===== config.mk =====
export PLATFORM = sky130hd
export DESIGN_NAME = windowed_speed_auto_gear_shift
export DESIGN_NICKNAME = d
export VERILOG_FILES = /design/src/design/wsag_pkg.sv /design/src/design/wsag_lane.sv /design/src/design/wsag_merge.sv /design/src/design/windowed_speed_auto_gear_shift.sv
export SDC_FILE = /design/constraint.sdc
export NUM_CORES = 1
export LEC_CHECK = 0
export BUFFER_PORTS_ARGS = -buffer_cell sky130_fd_sc_hd__buf_2
export CAP_MARGIN = 20
export CORE_ASPECT_RATIO = 1.2
export CORE_UTILIZATION = 60
export CTS_BUF_LIST = sky130_fd_sc_hd__clkbuf_16
export DETAILED_ROUTE_END_ITERATION = 10
export GPL_TIMING_DRIVEN = 0
export PLACE_DENSITY = 0.73
export SLEW_MARGIN = 20
export SYNTH_ARGS = -nofsm -noshare
export SYNTH_HDL_FRONTEND = slang
export SYNTH_SLANG_ARGS = --single-unit

===== constraint.sdc =====
create_clock -name clk -period 7.7 [get_ports clk]
set_clock_uncertainty 0.05 [all_clocks]
set_input_delay 0 -clock clk [delete_from_list [all_inputs] [get_ports clk]]
set_output_delay 0 -clock clk [all_outputs]
set_load 0.1 [all_outputs]

===== src/design/wsag_pkg.sv =====
// Shared constants, codes and types for the windowed speed gear shifter.
`default_nettype none

package wsag_pkg;

    // Ring depth per wheel side
    localparam int SAMPLES = 8;
    localparam int SLOT_W = (SAMPLES > 1) ? $clog2(SAMPLES) : 1;

    // Field widths
    localparam int OP_W = 3;
    localparam int SPEED_W = 16;
    localparam int DELTA_W = SPEED_W + 1;
    localparam int THR_W = 15;
    localparam int COUNT_W = 8;
    localparam int CFG_W = 15;
    localparam int CFG_IDX_W = 2;

    // Running sum of both rings, with margin
    localparam int SUM_W = 18 + SLOT_W;

    // Thresholds are scaled by both window lengths instead of dividing the sum
    localparam int LIM_SCALE = 2 * SAMPLES;

    localparam logic [COUNT_W-1:0] COUNT_MAX = {COUNT_W{1'b1}};
    localparam logic [SLOT_W-1:0] SLOT_LAST = SLOT_W'(SAMPLES - 1);

    // Operation codes
    localparam logic [OP_W-1:0] OP_STORE = 3'd0;
    localparam logic [OP_W-1:0] OP_EVAL = 3'd1;
    localparam logic [OP_W-1:0] OP_FORCE_HIGH = 3'd2;
    localparam logic [OP_W-1:0] OP_FORCE_LOW = 3'd3;
    localparam logic [OP_W-1:0] OP_TOGGLE = 3'd4;

    // Configuration register indexes
    localparam logic [CFG_IDX_W-1:0] CFG_AUTO_ENABLE = 2'd0;
    localparam logic [CFG_IDX_W-1:0] CFG_HIGH_THR = 2'd1;
    localparam logic [CFG_IDX_W-1:0] CFG_LOW_THR = 2'd2;
    localparam logic [CFG_IDX_W-1:0] CFG_PERSIST = 2'd3;

    // Configuration register reset values
    localparam logic RST_AUTO_ENABLE = 1'b1;
    localparam logic [THR_W-1:0] RST_HIGH_THR = 15'd3000;
    localparam logic [THR_W-1:0] RST_LOW_THR = 15'd2000;
    localparam logic [COUNT_W-1:0] RST_PERSIST = 8'd3;

    typedef struct packed {
        logic auto_enable;
        logic [THR_W-1:0] high_thr;
        logic [THR_W-1:0] low_thr;
        logic [COUNT_W-1:0] persist;
    } cfg_t;

endpackage

`default_nettype wire


===== src/design/wsag_lane.sv =====
// One wheel side: sample ring and the change that a new sample makes to the sum.
`default_nettype none

module wsag_lane (
    input  wire logic                               clk,
    input  wire logic                               rst_n,
    input  wire logic                               store_en,
    input  wire logic [wsag_pkg::SLOT_W-1:0]        slot,
    input  wire logic signed [wsag_pkg::SPEED_W-1:0] sample,
    output logic signed [wsag_pkg::DELTA_W-1:0]     delta
);
    import wsag_pkg::*;

    logic signed [SPEED_W-1:0] ring_reg [SAMPLES];
    logic signed [SPEED_W-1:0] old_sample;

    // Read the entry about to be replaced
    assign old_sample = ring_reg[slot];

    // New sample minus the one it overwrites
    assign delta = DELTA_W'(sample) - DELTA_W'(old_sample);

    // Write the ring on a store transaction
    always_ff @(posedge clk or negedge rst_n)
    begin
        if (!rst_n)
        begin
            for (int i = 0; i < SAMPLES; i++)
            begin
                ring_reg[i] <= '0;
            end
        end
        else if (store_en)
        begin
            ring_reg[slot] <= sample;
        end
    end

endmodule

`default_nettype wire


===== src/design/wsag_merge.sv =====
// Merge stage: running sum, write slot, hysteresis counters and gear state.
`default_nettype none

module wsag_merge (
    input  wire logic                                clk,
    input  wire logic                                rst_n,
    input  wire logic                                item_en,
    input  wire logic [wsag_pkg::OP_W-1:0]           operation,
    input  wire wsag_pkg::cfg_t                      cfg,
    input  wire logic signed [wsag_pkg::DELTA_W-1:0] delta_left,
    input  wire logic signed [wsag_pkg::DELTA_W-1:0] delta_right,
    output logic                                     store_en,
    output logic [wsag_pkg::SLOT_W-1:0]              slot,
    output logic                                     gear_next
);
    import wsag_pkg::*;

    logic [SLOT_W-1:0] slot_reg, slot_next;
    logic signed [SUM_W-1:0] window_sum_reg, window_sum_next;
    logic [COUNT_W-1:0] up_count_reg, up_count_next;
    logic [COUNT_W-1:0] down_count_reg, down_count_next;
    logic gear_reg;

    logic [SUM_W-1:0] mag;
    logic [SUM_W-1:0] hi_lim;
    logic [SUM_W-1:0] lo_lim;
    logic [COUNT_W-1:0] up_inc;
    logic [COUNT_W-1:0] down_inc;

    assign slot = slot_reg;
    assign store_en = item_en && (operation == OP_STORE);

    // Magnitude of the combined window sum and the scaled limits
    assign mag = window_sum_reg[SUM_W-1] ? SUM_W'(-window_sum_reg) : SUM_W'(window_sum_reg);
    assign hi_lim = SUM_W'(cfg.high_thr) * SUM_W'(LIM_SCALE);
    assign lo_lim = SUM_W'(cfg.low_thr) * SUM_W'(LIM_SCALE);

    // Saturating increments
    assign up_inc = (up_count_reg == COUNT_MAX) ? COUNT_MAX : up_count_reg + 1'b1;
    assign down_inc = (down_count_reg == COUNT_MAX) ? COUNT_MAX : down_count_reg + 1'b1;

    // Decode the operation of the accepted transaction
    always_comb
    begin
        slot_next = slot_reg;
        window_sum_next = window_sum_reg;
        up_count_next = up_count_reg;
        down_count_next = down_count_reg;
        gear_next = gear_reg;
        if (item_en)
        begin
            case (operation)
                OP_STORE:
                begin
                    window_sum_next = window_sum_reg + SUM_W'(delta_left)
                                    + SUM_W'(delta_right);
                    slot_next = (slot_reg == SLOT_LAST) ? '0 : slot_reg + 1'b1;
                end
                OP_EVAL:
                begin
                    if (cfg.auto_enable)
                    begin
                        // High test first so crossed thresholds favor high gear
                        if (mag > hi_lim)
                        begin
                            up_count_next = up_inc;
                            down_count_next = '0;
                            if (up_inc > cfg.persist)
                            begin
                                gear_next = 1'b1;
                            end
                        end
                        else if (mag < lo_lim)
                        begin
                            down_count_next = down_inc;
                            up_count_next = '0;
                            if (down_inc > cfg.persist)
                            begin
                                gear_next = 1'b0;
                            end
                        end
                        else
                        begin
                            up_count_next = '0;
                            down_count_next = '0;
                        end
                    end
                end
                OP_FORCE_HIGH:
                begin
                    gear_next = 1'b1;
                end
                OP_FORCE_LOW:
                begin
                    gear_next = 1'b0;
                end
                OP_TOGGLE:
                begin
                    gear_next = !gear_reg;
                end
                default:
                begin
                    gear_next = gear_reg;
                end
            endcase
        end
    end

    // Hold the merged state
    always_ff @(posedge clk or negedge rst_n)
    begin
        if (!rst_n)
        begin
            slot_reg <= '0;
            window_sum_reg <= '0;
            up_count_reg <= '0;
            down_count_reg <= '0;
            gear_reg <= 1'b0;
        end
        else
        begin
            slot_reg <= slot_next;
            window_sum_reg <= window_sum_next;
            up_count_reg <= up_count_next;
            down_count_reg <= down_count_next;
            gear_reg <= gear_next;
        end
    end

    // The two counters are never both running
    a_counters_exclusive: assert property (@(posedge clk) disable iff (!rst_n)
        !((up_count_reg != '0) && (down_count_reg != '0)))
        else $error("up and down counters both nonzero");

    // No transaction, no change to sum or gear
    a_idle_holds_state: assert property (@(posedge clk) disable iff (!rst_n)
        !item_en |=> ($stable(window_sum_reg) && $stable(gear_reg) && $stable(slot_reg)))
        else $error("state changed without a transaction");

    // Only a store moves the write slot
    a_slot_on_store: assert property (@(posedge clk) disable iff (!rst_n)
        (item_en && !store_en) |=> $stable(slot_reg))
        else $error("write slot moved on a non-store transaction");

endmodule

`default_nettype wire


===== src/design/windowed_speed_auto_gear_shift.sv =====
// Top level: configuration registers, two wheel lanes, merge stage and output skid stage.
`default_nettype none

// Windowed speed automatic gear shift. Accepts one transaction per clock while
// in_stall is low and returns one result per transaction, registered on
// acceptance, through a two-entry output stage (result register plus skid
// register); in_stall only rises when both entries are full. Each transaction's
// full update (ring write, running sum update, hysteresis compare, gear
// update) is one combinational pass, its depth set by the ring read and
// delta subtract feeding the sum add on a store, or by the magnitude compare
// feeding the counter and gear update on an evaluation. Reset clears both
// sample rings, the sum, the counters and the gear at once; no clearing pass.
// Write configuration only while no transaction is in flight.
module windowed_speed_auto_gear_shift (
    input  wire logic                                 clk,
    input  wire logic                                 rst_n,
    input  wire logic                                 in_valid,
    output logic                                      in_stall,
    input  wire logic [wsag_pkg::OP_W-1:0]            operation,
    input  wire logic signed [wsag_pkg::SPEED_W-1:0]  left_speed,
    input  wire logic signed [wsag_pkg::SPEED_W-1:0]  right_speed,
    output logic                                      out_valid,
    input  wire logic                                 out_stall,
    output logic                                      high_gear,
    output logic                                      turning,
    input  wire logic                                 cfg_write_en,
    input  wire logic [wsag_pkg::CFG_IDX_W-1:0]       cfg_index,
    input  wire logic [wsag_pkg::CFG_W-1:0]           cfg_data
);
    import wsag_pkg::*;

    cfg_t cfg_reg;
    logic item_en;
    logic store_en;
    logic [SLOT_W-1:0] slot;
    logic signed [DELTA_W-1:0] delta_left;
    logic signed [DELTA_W-1:0] delta_right;
    logic gear_next;
    logic turning_now;

    logic out_valid_reg;
    logic out_gear_reg;
    logic out_turning_reg;
    logic skid_valid_reg;
    logic skid_gear_reg;
    logic skid_turning_reg;
    logic out_take;

    assign in_stall = skid_valid_reg;
    assign item_en = in_valid && !skid_valid_reg;
    assign out_take = out_valid_reg && !out_stall;

    assign out_valid = out_valid_reg;
    assign high_gear = out_gear_reg;
    assign turning = out_turning_reg;

    // Opposite signs, zero never counts
    assign turning_now = (left_speed[SPEED_W-1] && !right_speed[SPEED_W-1] && (right_speed != '0))
                      || (right_speed[SPEED_W-1] && !left_speed[SPEED_W-1] && (left_speed != '0));

    // Configuration writes
    always_ff @(posedge clk or negedge rst_n)
    begin
        if (!rst_n)
        begin
            cfg_reg.auto_enable <= RST_AUTO_ENABLE;
            cfg_reg.high_thr <= RST_HIGH_THR;
            cfg_reg.low_thr <= RST_LOW_THR;
            cfg_reg.persist <= RST_PERSIST;
        end
        else if (cfg_write_en)
        begin
            case (cfg_index)
                CFG_AUTO_ENABLE: cfg_reg.auto_enable <= cfg_data[0];
                CFG_HIGH_THR:    cfg_reg.high_thr <= cfg_data[THR_W-1:0];
                CFG_LOW_THR:     cfg_reg.low_thr <= cfg_data[THR_W-1:0];
                CFG_PERSIST:     cfg_reg.persist <= cfg_data[COUNT_W-1:0];
                default:         cfg_reg <= cfg_reg;
            endcase
        end
    end

    // Left and right lanes
    wsag_lane u_lane_left (
        .clk      (clk),
        .rst_n    (rst_n),
        .store_en (store_en),
        .slot     (slot),
        .sample   (left_speed),
        .delta    (delta_left)
    );

    wsag_lane u_lane_right (
        .clk      (clk),
        .rst_n    (rst_n),
        .store_en (store_en),
        .slot     (slot),
        .sample   (right_speed),
        .delta    (delta_right)
    );

    // Combine lane deltas and run the shift decision
    wsag_merge u_merge (
        .clk         (clk),
        .rst_n       (rst_n),
        .item_en     (item_en),
        .operation   (operation),
        .cfg         (cfg_reg),
        .delta_left  (delta_left),
        .delta_right (delta_right),
        .store_en    (store_en),
        .slot        (slot),
        .gear_next   (gear_next)
    );

    // Output register and skid stage valid bits
    always_ff @(posedge clk or negedge rst_n)
    begin
        if (!rst_n)
        begin
            out_valid_reg <= 1'b0;
            skid_valid_reg <= 1'b0;
        end
        else
        begin
            if (skid_valid_reg)
            begin
                if (out_take)
                begin
                    skid_valid_reg <= 1'b0;
                end
            end
            else if (item_en)
            begin
                if (out_valid_reg && out_stall)
                begin
                    skid_valid_reg <= 1'b1;
                end
                else
                begin
                    out_valid_reg <= 1'b1;
                end
            end
            else if (out_take)
            begin
                out_valid_reg <= 1'b0;
            end
        end
    end

    // Result payloads
    always_ff @(posedge clk)
    begin
        if (skid_valid_reg)
        begin
            if (out_take)
            begin
                out_gear_reg <= skid_gear_reg;
                out_turning_reg <= skid_turning_reg;
            end
        end
        else if (item_en)
        begin
            if (out_valid_reg && out_stall)
            begin
                skid_gear_reg <= gear_next;
                skid_turning_reg <= turning_now;
            end
            else
            begin
                out_gear_reg <= gear_next;
                out_turning_reg <= turning_now;
            end
        end
    end

    // A filled skid entry always sits behind a valid result
    a_skid_behind_out: assert property (@(posedge clk) disable iff (!rst_n)
        skid_valid_reg |-> out_valid_reg)
        else $error("skid entry valid with empty output register");

endmodule

`default_nettype wire

==> results.yml, run 1 <==
outcome:
  status: "finished, final reports clean"
yosys:
  synth-edff-count: 4
  syn_nets: 1763
  synth.top_cell.area_share: 0.434
  syn_inst: 1582
  synth_cell_types: 73
  ys_seq_elements: 342
  synth.avg_cell_area_sq_um: 11.7
  yosysSeqAreaShare: 0.463
  yosys-top-cells-area: "dfrtp_1, mux2_2, fa_1, ha_1, a22oi_1"
  synthArstFlopShare: 0.988
  ys.flop_type: "dfrtp_1"
  synth_area_sq_mm: 0.0186
  yosys_warnings: 0
  yosysTopAreaCell: "dfrtp_1"
global_routing:
  grt_pass1_vias: 13900
  grt_first_pass_wirelength_microns: 77300
  grt_overflow: 0
  grt_use_total: 0.323
  grt_antenna_before_repair: 0
  grt_max_degree: 105
critical_path:
  path_class: "reg -> reg"
  cp_max_fo: 10
  critPathLaunchType: "flop"
  cp.required_ns: 8.06
  cp-end-kind: "flop"
  arrival_ns: 7.69
clock_tree:
  cts_tree: "yes"
  htreeDepth: 2
  cts-root-buf: "clkbuf_16"
  cts_setup_buffers: 0
  cts.path.max_buffers: 3
  cts_num_sinks: 342
  cts_buffers: 36
  insertion_delay_ns: 0.54
  path_clk_slew_ns: 0.07
finish:
  layout_commonest_cell: "dfrtp_1"
  fin_nets: 1903
  final_area_sq_mm: 0.0211
  drive_gt1_frac: 0.257
  final_cell_mix: "dfrtp_1, mux2_2, inv_1"
  syn_to_final_growth_pct: 13.6
timing:
  rsz0062_at_grt: "no"
  tightest_slew_ns: 1.06
  maxSlewViolCount: 0
  min_period_ns: 7.33
  finalCritPeriodShare: 0.952
  fmax_mhz: 136
  max-slew-margin-rel: 0.294
  fin_tns_setup_ns: 0
  setup_viol: 0
  hold_ws_ns: 0.0141
  hold_viol: 0
die:
  die_h_microns: 195
  fp.coreArea_sq_mm: 0.0305
  start_util: 0.610
  die_w_microns: 163
  die_area_sq_mm: 0.0317
  ios: 61
  num_rows: 70
placed_design:
  dp_hpwl_microns: 33800
  post_dp_cell_area_sq_mm: 0.0194
  io_buffers: 47
  gp_congestion: 0.852
route:
  wl_per_cell_microns: 22.9
  drc_errors: 0
  via_per_inst: 6.17
  first_iter_violations: 1010
  antenna_left: 0
  via_count: 13200
  drt_wl_total_microns: 49200
  dr.pass1.iters: 5
run:
  drv_cap: 0
worst_hold_path:
  min_path_type: "in -> reg"
## worst max-delay path: stages, from the launching register on
cell and delay [ns]:
dfrtp_1 0.35, clkbuf_1 0.36, nor3b_2 0.60, clkbuf_1 0.65, clkbuf_1 0.70, a22oi_1 0.22, nand4_1 0.22, fa_1 0.45
inv_1 0.10, fa_1 0.45, inv_1 0.09, fa_1 0.41, inv_1 0.07, ha_1 0.27, a21o_1 0.18, a21oi_1 0.19
a32oi_1 0.21, a211oi_1 0.52, o21ai_0 0.24, a2111oi_0 0.60, or4_1 0.20, nand3_1 0.08
## repair_timing
action                     in CTS  in global routing
hold endpoints to repair      431                  0
hold buffers                   51                  0
gates resized for setup         0                  8
setup endpoints to repair       0                  3
## per-stage QoR
step                      setup slack (ns)   util  cells
after detailed placement             0.110  0.638   2029
final                                0.367  0.693   2146
after global routing                0.0275  0.693   2145
after CTS                            0.160  0.692   2145
after global placement               0.248  0.634   2025
after floorplan                       2.13      -   1582
## path summary, 6_finish.rpt
| path | start | endpoint | slack [ns] | cells past startpoint |
|---|---|---|---|---|
| max | u_merge.slot[2] | u_merge.window_sum_reg[19] | 0.37 | 21 |
| min reg2reg | u_lane_right.ring_reg[106] | u_lane_right.ring_reg[106] | 0.46 | 1 |
| min | left_speed[14] | u_lane_left.ring_reg[46] | 0.01 | 2 |
| max in group asynchronous | rst_n | cfg_reg[0] | 6.29 | 5 |
| min in group asynchronous | rst_n | u_lane_right.ring_reg[77] | 0.52 | 4 |
| max reg2reg | u_merge.slot[2] | u_merge.window_sum_reg[19] | 0.37 | 21 |
## per-layer routing
metal | vias up | part of all wire | track usage
met5 | - | 0 | 0
met3 | 156 | 0.058 | 0.0482
met4 | 0 | 0.049 | 0.153
met2 | 458 | 0.51 | 0.555
met1 | 6702 | 0.39 | 0.397
li1 | 5919 | - | -
## cells in the mapped netlist (all sizes together) (20+ instances only)
cell type	number
mux2	297
nor2	20
a22oi	116
xnor2	26
nand4	32
buf	26
dfrtp	322
a21oi	34
nand2	75
inv	162
ha	71
fa	53
clkbuf	61
o21ai	47
## final cells by class
class	instances	area (sq um)
Inverter	162	608
Antenna cell	1	2.50
Clock buffer	36	901
Clock inverter	29	226
Timing Repair Buffer	102	876
Multi-Input combinational cell	990	9010
Tap cell	396	495
Sequential cell	342	8600
Buffer	88	398
Fill cell	2262	9360
## cells by family (layout without fill, tap and decap cells)
kind of cell / after synthesis / count (layout) / synth area share
compound gates: 293 / 293 / 0.111
xor+xnor: 36 / 36 / 0.0170
fa+ha+maj: 124 / 124 / 0.105
buf+inv: 250 / 417 / 0.0537
flops: 342 / 342 / 0.463
mux: 298 / 298 / 0.181
other cells: 0 / 1 / 0
simple gates: 239 / 239 / 0.0698
Power of run 1 is not shown: default switching activity piles up to over one toggle a cycle in this logic, so the estimate is an artifact.
==> inputs of run 2 (changes only) <==
--- a/config.mk
+++ b/config.mk
@@ -8,11 +8,12 @@
 export BUFFER_PORTS_ARGS = -buffer_cell sky130_fd_sc_hd__buf_2
 export CAP_MARGIN = 20
 export CORE_ASPECT_RATIO = 1.2
+export CORE_MARGIN = 4
 export CORE_UTILIZATION = 60
 export CTS_BUF_LIST = sky130_fd_sc_hd__clkbuf_16
 export DETAILED_ROUTE_END_ITERATION = 10
 export GPL_TIMING_DRIVEN = 0
-export PLACE_DENSITY = 0.73
+export PLACE_DENSITY = 0.75
 export SLEW_MARGIN = 20
 export SYNTH_ARGS = -nofsm -noshare
 export SYNTH_HDL_FRONTEND = slang
==> results.yml, run 2 (synthesized netlist as in run 1, its figures left out) <==
outcome:
  status: "complete, but fails checks"
  violations: "negative hold slack"
critical_path:
  cp.required_ns: 8.06
  path_class: "reg -> reg"
  r2r_cells: 21
  cp-end-kind: "flop"
  arrival_ns: 7.83
  cp_max_fo: 10
  critPathLaunchType: "flop"
global_routing:
  grt_pass1_vias: 13800
  grt_use_total: 0.288
  grt_overflow: 0
  grt_max_degree: 102
  grt_first_pass_wirelength_microns: 76600
  grt_antenna_before_repair: 0
placed_design:
  gp_congestion: 0.911
  io_buffers: 47
  post_dp_cell_area_sq_mm: 0.0194
  dp_hpwl_microns: 33700
finish:
  syn_to_final_growth_pct: 13.0
  layout_commonest_cell: "dfrtp_1"
  final_area_sq_mm: 0.0210
  fillers: 2266
  n_antenna_cell: 0
  final_cell_mix: "dfrtp_1, mux2_2, inv_1"
  drive_gt1_frac: 0.255
  fin_nets: 1899
  fin_util: 0.689
run:
  drv_cap: 0
die:
  die_h_microns: 201
  fp.coreArea_sq_mm: 0.0305
  start_util: 0.610
  die_area_sq_mm: 0.0339
  num_rows: 70
  ios: 61
  die_w_microns: 169
clock_tree:
  cts-root-buf: "clkbuf_16"
  htreeDepth: 2
  insertion_delay_ns: 0.54
  cts_tree: "yes"
  cts.path.max_buffers: 3
  cts_setup_buffers: 0
  cts_buffers: 36
  cts_num_sinks: 342
  path_clk_slew_ns: 0.06
timing:
  min_period_ns: 7.47
  maxSlewViolCount: 0
  tightest_slew_ns: 1.07
  hold_ws_ns: -0.0200
  setup_viol: 0
  rsz0062_at_grt: "no"
  fmax_mhz: 134
  max-slew-margin-rel: 0.286
  finalCritPeriodShare: 0.970
  fin_tns_setup_ns: 0
  hold_viol: 7
route:
  via_count: 13200
  first_iter_violations: 891
  via_per_inst: 6.18
  dr.pass1.iters: 6
  drc_errors: 0
  wl_per_cell_microns: 22.7
  antenna_left: 0
  drt_wl_total_microns: 48600
worst_hold_path:
  min_path_type: "in -> async"
==> run 2: what timing repair did <==
| item | CTS | global route |
|---|---|---|
| hold buffers | 48 | 0 |
| setup endpoints to repair | 0 | 2 |
| gates resized for setup | 0 | 2 |
| hold endpoints to repair | 480 | 0 |
==> run 2: final timing paths <==
| kind | from | endpoint | slack (ns) |
|---|---|---|---|
| worst max-delay path | u_merge.slot[2] | u_merge.window_sum_reg[19] | 0.23 |
| worst min-delay path | rst_n | cfg_reg[35] | -0.02 |
| worst max register to register | u_merge.slot[2] | u_merge.window_sum_reg[19] | 0.23 |
| worst min register to register | cfg_reg[36] | cfg_reg[36] | 0.46 |
| max in group asynchronous | rst_n | u_lane_left.ring_reg[54] | 6.38 |
| min in group clk | left_speed[6] | u_lane_left.ring_reg[86] | 0.01 |
==> run 2: through the flow <==
step | std cells | worst slack [ns]
after CTS | 2139 | 0.133
final | 2139 | 0.229
after global placement | 2025 | 0.131
after floorplan | 1582 | 2.13
after detailed placement | 2028 | 0.119
after global routing | 2139 | 0.00734
==> run 2: area by class of cell <==
type | instances | area (sq um) | share of cell area
Sequential cell | 342 | 8600 | 0.409
Clock inverter | 25 | 139 | 0.00661
Tap cell | 396 | 495 | 0.0236
Buffer | 88 | 389 | 0.0185
Inverter | 162 | 608 | 0.0289
Clock buffer | 38 | 951 | 0.0453
Timing Repair Buffer | 98 | 808 | 0.0385
Multi-Input combinational cell | 990 | 9020 | 0.429
==> run 2: routing by layer <==
layer | global-route usage | wire (microns) | share of wire
met1 | 0.360 | 18900 | 0.39
met2 | 0.496 | 24600 | 0.51
met3 | 0.0439 | 2830 | 0.058
met4 | 0.125 | 2320 | 0.048
met5 | 0 | 0 | 0
==> run 2: worst max-delay path, cell delays in order (launching register included) <==
cell and delay [ns]:
dfrtp_1 0.36, clkbuf_1 0.35, nor3b_2 0.60, clkbuf_1 0.64, clkbuf_1 0.74, a22oi_1 0.22, nand4_1 0.23, fa_1 0.45
inv_1 0.09, fa_1 0.45, inv_1 0.10, fa_1 0.42, inv_1 0.07, ha_1 0.27, a21o_1 0.19, a21oi_1 0.20
a32oi_1 0.21, a211oi_1 0.56, o21ai_0 0.24, a2111oi_0 0.62, or4_1 0.21, nand3_1 0.06
Power of run 2 is left out for the same reason.
